==> src/tq_pkg.sv <==
// ----------------------------------------------------------------------------
// tq_pkg: timer queue shared types and constants
// Field widths, operation and status codes, and the per-cell slot record.
// ----------------------------------------------------------------------------
package tq_pkg;

  localparam int OP_W     = 2;
  localparam int TIME_W   = 48;
  localparam int ID_W     = 32;
  localparam int TAG_W    = 16;
  localparam int STATUS_W = 2;
  localparam int COUNT_W  = 5;

  typedef enum logic [OP_W-1:0] {
    OP_ARM         = 2'd0,
    OP_CHECK       = 2'd1,
    OP_CANCEL      = 2'd2,
    OP_CANCEL_UPTO = 2'd3
  } op_t;

  typedef enum logic [STATUS_W-1:0] {
    ST_DONE = 2'd0,
    ST_MISS = 2'd1,
    ST_FULL = 2'd2
  } status_t;

  // One timer slot; kill marks an entry waiting to be squeezed out.
  typedef struct packed {
    logic              valid;
    logic              kill;
    logic [ID_W-1:0]   id;
    logic [TIME_W-1:0] deadline;
    logic [TAG_W-1:0]  tag;
  } slot_t;

  // Broadcast from the controller to every cell.
  typedef struct packed {
    op_t               op;
    logic              mark;
    logic              compact;
    logic [ID_W-1:0]   target_id;
    logic [TIME_W-1:0] now;
    logic [ID_W-1:0]   new_id;
    logic [TIME_W-1:0] new_deadline;
    logic [TAG_W-1:0]  new_tag;
  } cell_ctrl_t;

endpackage

==> src/tq_req_if.sv <==
// ----------------------------------------------------------------------------
// tq_req_if: timer queue request channel
// Valid/ready handshake carrying one timer operation.
// ----------------------------------------------------------------------------
interface tq_req_if import tq_pkg::*; ();
  logic              valid;
  logic              ready;
  logic [OP_W-1:0]   op;
  logic [TIME_W-1:0] now;
  logic [TIME_W-1:0] delay;
  logic [ID_W-1:0]   target_id;
  logic [TAG_W-1:0]  tag;
  logic              release_req;

  modport source (
    output valid, op, now, delay, target_id, tag, release_req,
    input  ready
  );
  modport sink (
    input  valid, op, now, delay, target_id, tag, release_req,
    output ready
  );
endinterface

==> src/tq_rsp_if.sv <==
// ----------------------------------------------------------------------------
// tq_rsp_if: timer queue response channel
// Valid/ready handshake carrying the result of one timer operation.
// ----------------------------------------------------------------------------
interface tq_rsp_if import tq_pkg::*; ();
  logic                valid;
  logic                ready;
  logic [STATUS_W-1:0] status;
  logic [ID_W-1:0]     event_id;
  logic [TAG_W-1:0]    event_tag;
  logic                release_request;
  logic [COUNT_W-1:0]  removed_count;
  logic [COUNT_W-1:0]  pending_count;
  logic [TIME_W-1:0]   head_remaining;

  modport source (
    output valid, status, event_id, event_tag, release_request,
           removed_count, pending_count, head_remaining,
    input  ready
  );
  modport sink (
    input  valid, status, event_id, event_tag, release_request,
           removed_count, pending_count, head_remaining,
    output ready
  );
endinterface

==> src/timer_queue_with_cancel.sv <==
// ----------------------------------------------------------------------------
// timer_queue_with_cancel: ordered timer table with expiry check and cancel
// Holds up to DEPTH timers oldest first in a chain of slot cells.
// ----------------------------------------------------------------------------
// Sequence: arm, or any op that removes nothing, passes from acceptance
// through the execute and finish states to its result; an op that removes
// timers also passes the compact state, which closes one gap per cycle.
// Throughput: one transaction at a time; the next request is taken the cycle
// after the result register loads, even while that result is still waiting.
// Reset: all slots empty, next id 1, no clearing pass.
module timer_queue_with_cancel import tq_pkg::*; #(
  parameter int DEPTH = 16
) (
  input logic     clk,
  input logic     rst,
  tq_req_if.sink  req,
  tq_rsp_if.source rsp
);

  localparam int CNT_W = $clog2(DEPTH + 1);

  typedef enum logic [3:0] {
    S_IDLE    = 4'b0001,
    S_EXEC    = 4'b0010,
    S_COMPACT = 4'b0100,
    S_FINISH  = 4'b1000
  } state_t;

  state_t state, state_next;

  // Latched request
  op_t               req_op;
  logic [TIME_W-1:0] req_now;
  logic [TIME_W-1:0] req_deadline;
  logic [ID_W-1:0]   req_target;
  logic [TAG_W-1:0]  req_tag;
  logic              req_rel;

  logic [ID_W-1:0]   next_id;
  logic [CNT_W-1:0]  pending;
  logic [CNT_W-1:0]  removed;

  // Result fields gathered while the op runs
  status_t           res_status;
  logic [ID_W-1:0]   res_id;
  logic [TAG_W-1:0]  res_tag;
  logic              res_rel;

  logic [TIME_W:0]   sum_deadline;
  logic              full;
  logic              do_arm;
  logic              kill_any;
  logic [ID_W-1:0]   hit_id;
  logic [TAG_W-1:0]  hit_tag;
  logic              out_free;
  logic [ID_W-1:0]   id_inc;

  cell_ctrl_t        ctrl;
  slot_t             slots [DEPTH];
  logic              hits  [DEPTH];
  logic [DEPTH:0]    shift_chain;
  logic [DEPTH:0]    seen_chain;

  assign req.ready = (state == S_IDLE);
  assign full      = (pending == CNT_W'(DEPTH));
  assign do_arm    = (state == S_EXEC) && (req_op == OP_ARM) && !full;
  assign kill_any  = shift_chain[DEPTH];
  assign out_free  = !rsp.valid || rsp.ready;
  assign id_inc    = next_id + ID_W'(1);

  assign sum_deadline = {1'b0, req.now} + {1'b0, req.delay};

  always_comb begin
    ctrl.op           = req_op;
    ctrl.mark         = (state == S_EXEC) && (req_op != OP_ARM);
    ctrl.compact      = (state == S_COMPACT) && kill_any;
    ctrl.target_id    = req_target;
    ctrl.now          = req_now;
    ctrl.new_id       = next_id;
    ctrl.new_deadline = req_deadline;
    ctrl.new_tag      = req_tag;
  end

  assign shift_chain[0] = 1'b0;
  assign seen_chain[0]  = 1'b0;

  for (genvar i = 0; i < DEPTH; i++) begin : g_cell
    slot_t right;
    if (i < DEPTH - 1) begin : g_mid
      assign right = slots[i+1];
    end else begin : g_last
      assign right = '0;
    end

    tq_cell u_cell (
      .clk       (clk),
      .rst       (rst),
      .ctrl      (ctrl),
      .head      (i == 0),
      .load      (do_arm && (pending == CNT_W'(i))),
      .right     (right),
      .shift_in  (shift_chain[i]),
      .shift_out (shift_chain[i+1]),
      .seen_in   (seen_chain[i]),
      .seen_out  (seen_chain[i+1]),
      .hit       (hits[i]),
      .slot      (slots[i])
    );
  end

  // At most one cell raises hit, so an OR picks its fields
  always_comb begin
    hit_id  = '0;
    hit_tag = '0;
    for (int i = 0; i < DEPTH; i++) begin
      hit_id  = hit_id  | (hits[i] ? slots[i].id  : '0);
      hit_tag = hit_tag | (hits[i] ? slots[i].tag : '0);
    end
  end

  always_comb begin
    state_next = state;
    unique case (state)
      S_IDLE:    if (req.valid) state_next = S_EXEC;
      S_EXEC: begin
        if (req_op != OP_ARM && seen_chain[DEPTH]) state_next = S_COMPACT;
        else                                       state_next = S_FINISH;
      end
      S_COMPACT: if (!kill_any) state_next = S_FINISH;
      S_FINISH:  if (out_free) state_next = S_IDLE;
      default:   state_next = S_IDLE;
    endcase
  end

  always_ff @(posedge clk) begin
    if (rst) begin
      state     <= S_IDLE;
      next_id   <= ID_W'(1);
      pending   <= '0;
      rsp.valid <= 1'b0;
    end else begin
      state <= state_next;
      if (state == S_FINISH && out_free) rsp.valid <= 1'b1;
      else if (rsp.valid && rsp.ready)   rsp.valid <= 1'b0;
      if (do_arm) begin
        next_id <= (id_inc == '0) ? ID_W'(1) : id_inc;
        pending <= pending + CNT_W'(1);
      end
      if (ctrl.compact) pending <= pending - CNT_W'(1);
    end
  end

  always_ff @(posedge clk) begin
    if (state == S_IDLE && req.valid) begin
      req_op       <= op_t'(req.op);
      req_now      <= req.now;
      req_deadline <= sum_deadline[TIME_W] ? '1 : sum_deadline[TIME_W-1:0];
      req_target   <= req.target_id;
      req_tag      <= req.tag;
      req_rel      <= req.release_req;
    end

    if (state == S_EXEC) begin
      removed <= '0;
      if (req_op == OP_ARM) begin
        res_status <= full ? ST_FULL : ST_DONE;
        res_id     <= full ? '0 : next_id;
        res_tag    <= '0;
        res_rel    <= 1'b0;
      end else begin
        res_status <= seen_chain[DEPTH] ? ST_DONE : ST_MISS;
        res_id     <= hit_id;
        res_tag    <= hit_tag;
        res_rel    <= (req_op == OP_CANCEL) && seen_chain[DEPTH] && req_rel;
      end
    end

    if (ctrl.compact) removed <= removed + CNT_W'(1);

    if (state == S_FINISH && out_free) begin
      rsp.status          <= res_status;
      rsp.event_id        <= res_id;
      rsp.event_tag       <= res_tag;
      rsp.release_request <= res_rel;
      rsp.removed_count   <= COUNT_W'(removed);
      rsp.pending_count   <= COUNT_W'(pending);
      if (slots[0].valid && slots[0].deadline > req_now)
        rsp.head_remaining <= slots[0].deadline - req_now;
      else
        rsp.head_remaining <= '0;
    end
  end

  // Removal flags only live between the match cycle and the end of compaction
  a_no_kill_idle: assert property (@(posedge clk) disable iff (rst)
    (state == S_IDLE || state == S_FINISH) |-> !kill_any)
    else $error("removal flag left set outside compaction");

  // The count and the head slot agree once the table is compacted
  a_pending_head: assert property (@(posedge clk) disable iff (rst)
    (state == S_IDLE) |-> ((pending == '0) == !slots[0].valid))
    else $error("pending count disagrees with head slot");

  // Cancel by id and expiry drop at most one timer
  a_single_remove: assert property (@(posedge clk) disable iff (rst)
    (state == S_FINISH && req_op != OP_CANCEL_UPTO) |-> (removed <= CNT_W'(1)))
    else $error("more than one timer removed by a single-entry op");

endmodule

==> src/tq_cell.sv <==
// ----------------------------------------------------------------------------
// tq_cell: one timer slot of the queue chain
// Loads an armed entry, matches the broadcast request, flags its entry for
// removal and takes its right neighbor's entry while the chain closes a gap.
// ----------------------------------------------------------------------------
module tq_cell import tq_pkg::*; (
  input  logic       clk,
  input  logic       rst,
  input  cell_ctrl_t ctrl,
  input  logic       head,
  input  logic       load,
  input  slot_t      right,
  input  logic       shift_in,
  output logic       shift_out,
  input  logic       seen_in,
  output logic       seen_out,
  output logic       hit,
  output slot_t      slot
);

  logic cand;
  logic match;
  logic kill_set;

  always_comb begin
    unique case (ctrl.op)
      OP_CHECK:       match = head && (slot.deadline <= ctrl.now);
      OP_CANCEL:      match = (slot.id == ctrl.target_id);
      OP_CANCEL_UPTO: match = (slot.id <= ctrl.target_id);
      default:        match = 1'b0;
    endcase
  end

  assign cand     = ctrl.mark && slot.valid && match;
  assign hit      = cand && !seen_in;
  assign seen_out = seen_in || cand;
  // Cancel-up-to drops every match, the other ops only the first one
  assign kill_set = (ctrl.op == OP_CANCEL_UPTO) ? cand : hit;

  // Once a flagged entry is seen, it and everything behind it moves left
  assign shift_out = shift_in || slot.kill;

  always_ff @(posedge clk) begin
    if (rst) begin
      slot.valid <= 1'b0;
      slot.kill  <= 1'b0;
    end else if (load) begin
      slot.valid    <= 1'b1;
      slot.kill     <= 1'b0;
      slot.id       <= ctrl.new_id;
      slot.deadline <= ctrl.new_deadline;
      slot.tag      <= ctrl.new_tag;
    end else if (ctrl.mark) begin
      slot.kill <= kill_set;
    end else if (ctrl.compact && shift_out) begin
      slot <= right;
    end
  end

endmodule

==> src/flat_wrapper.sv <==
// flat-port wrapper written by rule: the top's interface ports become plain ports
module timer_queue_with_cancel_flat import tq_pkg::*;
#(
  parameter int DEPTH = 16
)
  (clk, rst, req_valid, req_op, req_now, req_delay, req_target_id, req_tag, req_release_req, req_ready, rsp_valid, rsp_status, rsp_event_id, rsp_event_tag, rsp_release_request, rsp_removed_count, rsp_pending_count, rsp_head_remaining, rsp_ready);
  tq_req_if req_i ();
  tq_rsp_if rsp_i ();
  input logic clk;
  input logic rst;
  input wire logic [$bits(req_i.valid)-1:0] req_valid;
  input wire logic [$bits(req_i.op)-1:0] req_op;
  input wire logic [$bits(req_i.now)-1:0] req_now;
  input wire logic [$bits(req_i.delay)-1:0] req_delay;
  input wire logic [$bits(req_i.target_id)-1:0] req_target_id;
  input wire logic [$bits(req_i.tag)-1:0] req_tag;
  input wire logic [$bits(req_i.release_req)-1:0] req_release_req;
  output wire logic [$bits(req_i.ready)-1:0] req_ready;
  output wire logic [$bits(rsp_i.valid)-1:0] rsp_valid;
  output wire logic [$bits(rsp_i.status)-1:0] rsp_status;
  output wire logic [$bits(rsp_i.event_id)-1:0] rsp_event_id;
  output wire logic [$bits(rsp_i.event_tag)-1:0] rsp_event_tag;
  output wire logic [$bits(rsp_i.release_request)-1:0] rsp_release_request;
  output wire logic [$bits(rsp_i.removed_count)-1:0] rsp_removed_count;
  output wire logic [$bits(rsp_i.pending_count)-1:0] rsp_pending_count;
  output wire logic [$bits(rsp_i.head_remaining)-1:0] rsp_head_remaining;
  input wire logic [$bits(rsp_i.ready)-1:0] rsp_ready;
  assign req_i.valid = req_valid;
  assign req_i.op = req_op;
  assign req_i.now = req_now;
  assign req_i.delay = req_delay;
  assign req_i.target_id = req_target_id;
  assign req_i.tag = req_tag;
  assign req_i.release_req = req_release_req;
  assign req_ready = req_i.ready;
  assign rsp_valid = rsp_i.valid;
  assign rsp_status = rsp_i.status;
  assign rsp_event_id = rsp_i.event_id;
  assign rsp_event_tag = rsp_i.event_tag;
  assign rsp_release_request = rsp_i.release_request;
  assign rsp_removed_count = rsp_i.removed_count;
  assign rsp_pending_count = rsp_i.pending_count;
  assign rsp_head_remaining = rsp_i.head_remaining;
  assign rsp_i.ready = rsp_ready;
  timer_queue_with_cancel #(.DEPTH(DEPTH)) u_core (.clk(clk), .rst(rst), .req(req_i), .rsp(rsp_i));
endmodule
==> config.mk <==
export PLATFORM = sky130hd
export DESIGN_NAME = timer_queue_with_cancel_flat
export DESIGN_NICKNAME = d
export VERILOG_FILES = /design/src/tq_pkg.sv /design/src/tq_req_if.sv /design/src/tq_rsp_if.sv /design/src/timer_queue_with_cancel.sv /design/src/tq_cell.sv /design/src/flat_wrapper.sv
export SDC_FILE = /design/constraint.sdc
export NUM_CORES = 2
export LEC_CHECK = 0
export ABC_AREA = 1
export BUFFER_PORTS_ARGS = -buffer_cell sky130_fd_sc_hd__buf_2
export CELL_PAD_IN_SITES_DETAIL_PLACEMENT = 1
export CELL_PAD_IN_SITES_GLOBAL_PLACEMENT = 2
export CORE_MARGIN = 2
export CORE_UTILIZATION = 30
export DETAILED_ROUTE_END_ITERATION = 8
export PLACE_DENSITY = 0.69
export SETUP_SLACK_MARGIN = 0.15
export SYNTH_ARGS = -nofsm -noshare
export SYNTH_HDL_FRONTEND = slang
export SYNTH_SLANG_ARGS = --single-unit
==> constraint.sdc <==
create_clock -name clk -period 13.5 [get_ports clk]
set_clock_uncertainty 0.15 [all_clocks]
set_input_delay 0.675 -clock clk [delete_from_list [all_inputs] [get_ports clk]]
set_output_delay 0.675 -clock clk [all_outputs]
set_load 0.02 [all_outputs]
==> impl_results.md <==
* Pins over their slew limit at 0
* Residual DRC at 0
* Detailed Routing Iterations Pass 1 at 6
* H-tree depth at 4
* Critical-path top delay cell: buf_4
* TritonCTS clock tree: done
* Final Util at 34.65%
* CP bufs+invs at 4
* Area growth from synthesis to layout at 14.74%
* Relative slew slack at 1.345%
* Final WS setup at 6.317 ns
* Post-DP HPWL at 268800 µm
* Top FF cell, synth: edfxtp_1
* Yosys top cell area share at 55.55%
* CTS clk-pin slew, worst paths at 0.06 ns
* Vias in the first global route at 83250
* Unrepaired setup endpoints after global routing: no
* Vias per inst at 5.335
* Warnings from Yosys at 0
* Starting Density at 30.20%
* Layout cell share with drive strength beyond 1 at 8.159%
* Synth Area in Compound Gates at 11.85%
* Critical path type: flop to flop
* All-Layer GR Usage at 23.59%
* Fillers at 37500
* Max Clk Rate at 0.1392 GHz
* Dpl ws at 6.370 ns
* Worst slew pin tran at 1.466 ns
* WL final at 406700 µm
* CP Data Required Time at 14.11 ns
* Multi-input gate area at 37990 µm²
* Syn Area/Cell at 9.542 µm²
* Arr. time, crit path at 7.79 ns
* Final worst-path cycle share at 53.20%
* Hold Fails Final Rpt at 0
* Dominant cell type by area after synthesis: edfxtp_1
* PD cells at 119.5 nW/µm²
* First-pass GRT wire length at 590900 µm
* CP Launch Type: flop
* Clock latency on the worst-skew pair at 0.97 ns
* IO buf count at 261
* CTS root buffer: clkbuf_16
* Int Pwr at 10.35 mW
* Leak Pwr at 45.88 nW
* Worst vdd ir at 0.0001048 V
* Mapped Cells at 10470
* Worst path top cell family by delay: buffers and inverters
* Antenna-violating nets left at 0
* Synth unique cells at 55
* RePlAce Congestion at 0.8968
* CTS resizes at 0
* Max-cap violations at 1
* CP most frequent cell: nand2_1
* CTS max path bufs at 4
* # setup viols final at 0
* Die height at 581.1 µm
* DIE AREA at 337600 µm²
* Multiplexer share of the synthesized area at 0%
* Initial antenna violation count at 23
* Reg power frac at 47.7%
* Setup bufs post-CTS at 0
* Post-Synth Adder-Cell Area at 7.755%
* Largest net degree at the start of global routing at 193
* Crit. End Element: flop
* DR iter-0 viols at 6922
* Area contributors post-synth: edfxtp_1 (56%), nand2_1 (9.2%), o21ai_0 (8.1%)
* Routed len/inst at 26.75 µm
* Cell Area, Synth at 99900 µm²
* IO Pins at 262
* Clock share of power at 45.9%
* Setup tns final at 0 ns
* Ys async rst share at 0%
* Register area share after synthesis at 57.03%
* Net switching power at 3.351 mW
* Sw Ratio at 24.46%
* Synth Area in Simple Gates at 17.47%
* Total gr overflow at 0
* Core area at 330800 µm²
* Hold Path Class: input port to flop
* Die span in x at 581.1 µm
* CTS Hold Bufs at 101
* Register Area at 56970 µm²
* Outcome: complete, but fails checks
* Largest family of logic cells by synthesized area: simple AND/OR/NAND/NOR gates
* CTS Sinks at 1922
* Syn nets at 11240
* Post-layout min period at 7.183 ns
* Nets at 11410
* FF+latch count, synth at 1922
* Post-synthesis xor/xnor area fraction at 0.5173%
* Gate power share at 6.3%
* Crit path max fanout at 52
* Post-synth EDFFs at 1848
* Max incr delay on CP at 0.85 ns
* Vias at 81120
* Failing checks: capacitance limit
* Number of CTS-inserted buffers at 228
* Row count at 211
* Final Power at 13.70 mW
[registers in the layout (all words and copies together), names as in the netlist, 16 cells and up]
signal,flops
u_core.rsp.event_tag,16
u_core.req_now,48
u_core.next_id,32
u_core.req_target,32
u_core.g_cell.u_cell.slot,1568
u_core.rsp.event_id,32
u_core.req_deadline,48
u_core.req_tag,16
u_core.rsp.head_remaining,48
u_core.res_id,32
u_core.res_tag,16
[power by group through the flow]
stage	Clock (mW)	Sequential (mW)	Combinational, mW
4_1_cts	6.42	6.54	0.871
6_report	6.30	6.54	0.868
3_5_place_dp	0	6.67	0.843
5_1_grt	6.62	6.54	0.962
3_3_place_gp	0	6.66	0.822
2_1_floorplan	0	6.66	0.484
[worst paths after layout]
kind                             start                          endpoint  slack, ns  cells past startpoint
hold / removal                     rst  u_core.g_cell[3].u_cell.slot[97]       0.09                      2
hold reg to reg      u_core.res_tag[4]           u_core.rsp.event_tag[4]       0.26                      0
setup reg to reg  u_core.req_target[5]                 u_core.res_tag[8]       6.32                     25
setup / recovery  u_core.req_target[5]                 u_core.res_tag[8]       6.32                     25
[layer usage]
layer / up-vias / routed length (µm) / global-route usage [%]
met1: 41320 / 183100 / 32.22
met3: 581 / 20730 / 2.693
met4: 6 / 14520 / 7.916
met2: 2348 / 188300 / 38.74
met5: - / 40 / 0
li1: 36860 / - / -
[cell usage in the layout, fill, tap and decap left out, types with 12 or more instances in the layout]
cell type,count
clkbuf_1,57
a31oi_1,39
dfxtp_1,74
inv_1,779
nand3_1,551
nor2_1,756
o221ai_1,12
o21ai_0,1619
bufinv_16,21
o21a_1,36
clkbuf_16,232
clkinv_2,41
xor2_1,50
edfxtp_1,1848
nand4_1,220
nor3_1,96
a21oi_1,439
or2_2,27
o21bai_1,12
buf_4,182
clkinv_1,51
dlygate4sd3_1,101
ha_1,616
nand2_1,2448
nor2_4,25
a211oi_1,27
nor4_1,30
buf_2,260
[synth_stat cells (3+ instances only)]
cell       number
nor3_1        100
o21ai_0      1621
clkbuf_1      545
o21a_1         36
o211ai_1       11
o2111ai_1       4
ha_1          616
a211o_1         7
a21boi_0        8
o22ai_1         3
nand2_1      2451
a31o_2          4
nor4_1         41
o21bai_1       12
dfxtp_1        74
o31ai_1         7
a21oi_1       446
inv_2           5
inv_1         790
o221a_2         3
xor2_1         50
clkinv_1        3
a31oi_1        40
a221oi_1        7
edfxtp_1     1848
o221ai_1       12
nand3b_1        4
nand4_1       220
nand3_1       556
buf_4          12
nor2_4          3
a21o_1         10
nor2_1        780
buf_2          30
a211oi_1       27
buf_1          17
or2_2          27
and3_1          7
xnor2_1         9
[stage by stage]
stage / cell area (µm²) / std cells / hold WS (ns)
after CTS: 114600 / 15200 / 0.01649
after floorplan: 99900 / 10470 / 0.2503
after global placement: 106200 / 14680 / 0.2625
after global routing: 114600 / 15200 / 0.07981
final: 114600 / 15200 / 0.08820
after detailed placement: 106200 / 14680 / 0.2570
[final cells by class]
cell class / instances / share of cell area [%]
Inverter: 798 / 2.647
Tap cell: 4366 / 4.766
Sequential cell: 1922 / 49.71
Timing Repair Buffer: 549 / 3.314
Clock inverter: 125 / 1.070
Clock buffer: 297 / 5.348
Multi-Input combinational cell: 7143 / 33.14
Antenna cell: 4 / 0.008732
[cells by family after synthesis]
logic type	Yosys count
AO/OA/AOI/OAI	2265
XOR/XNOR	59
adder cells (fa/ha/maj)	618
buffers and inverters	1404
flip-flops	1922
AND/OR/NAND/NOR	4201
Note: power is estimated with default switching activity, not from simulation.
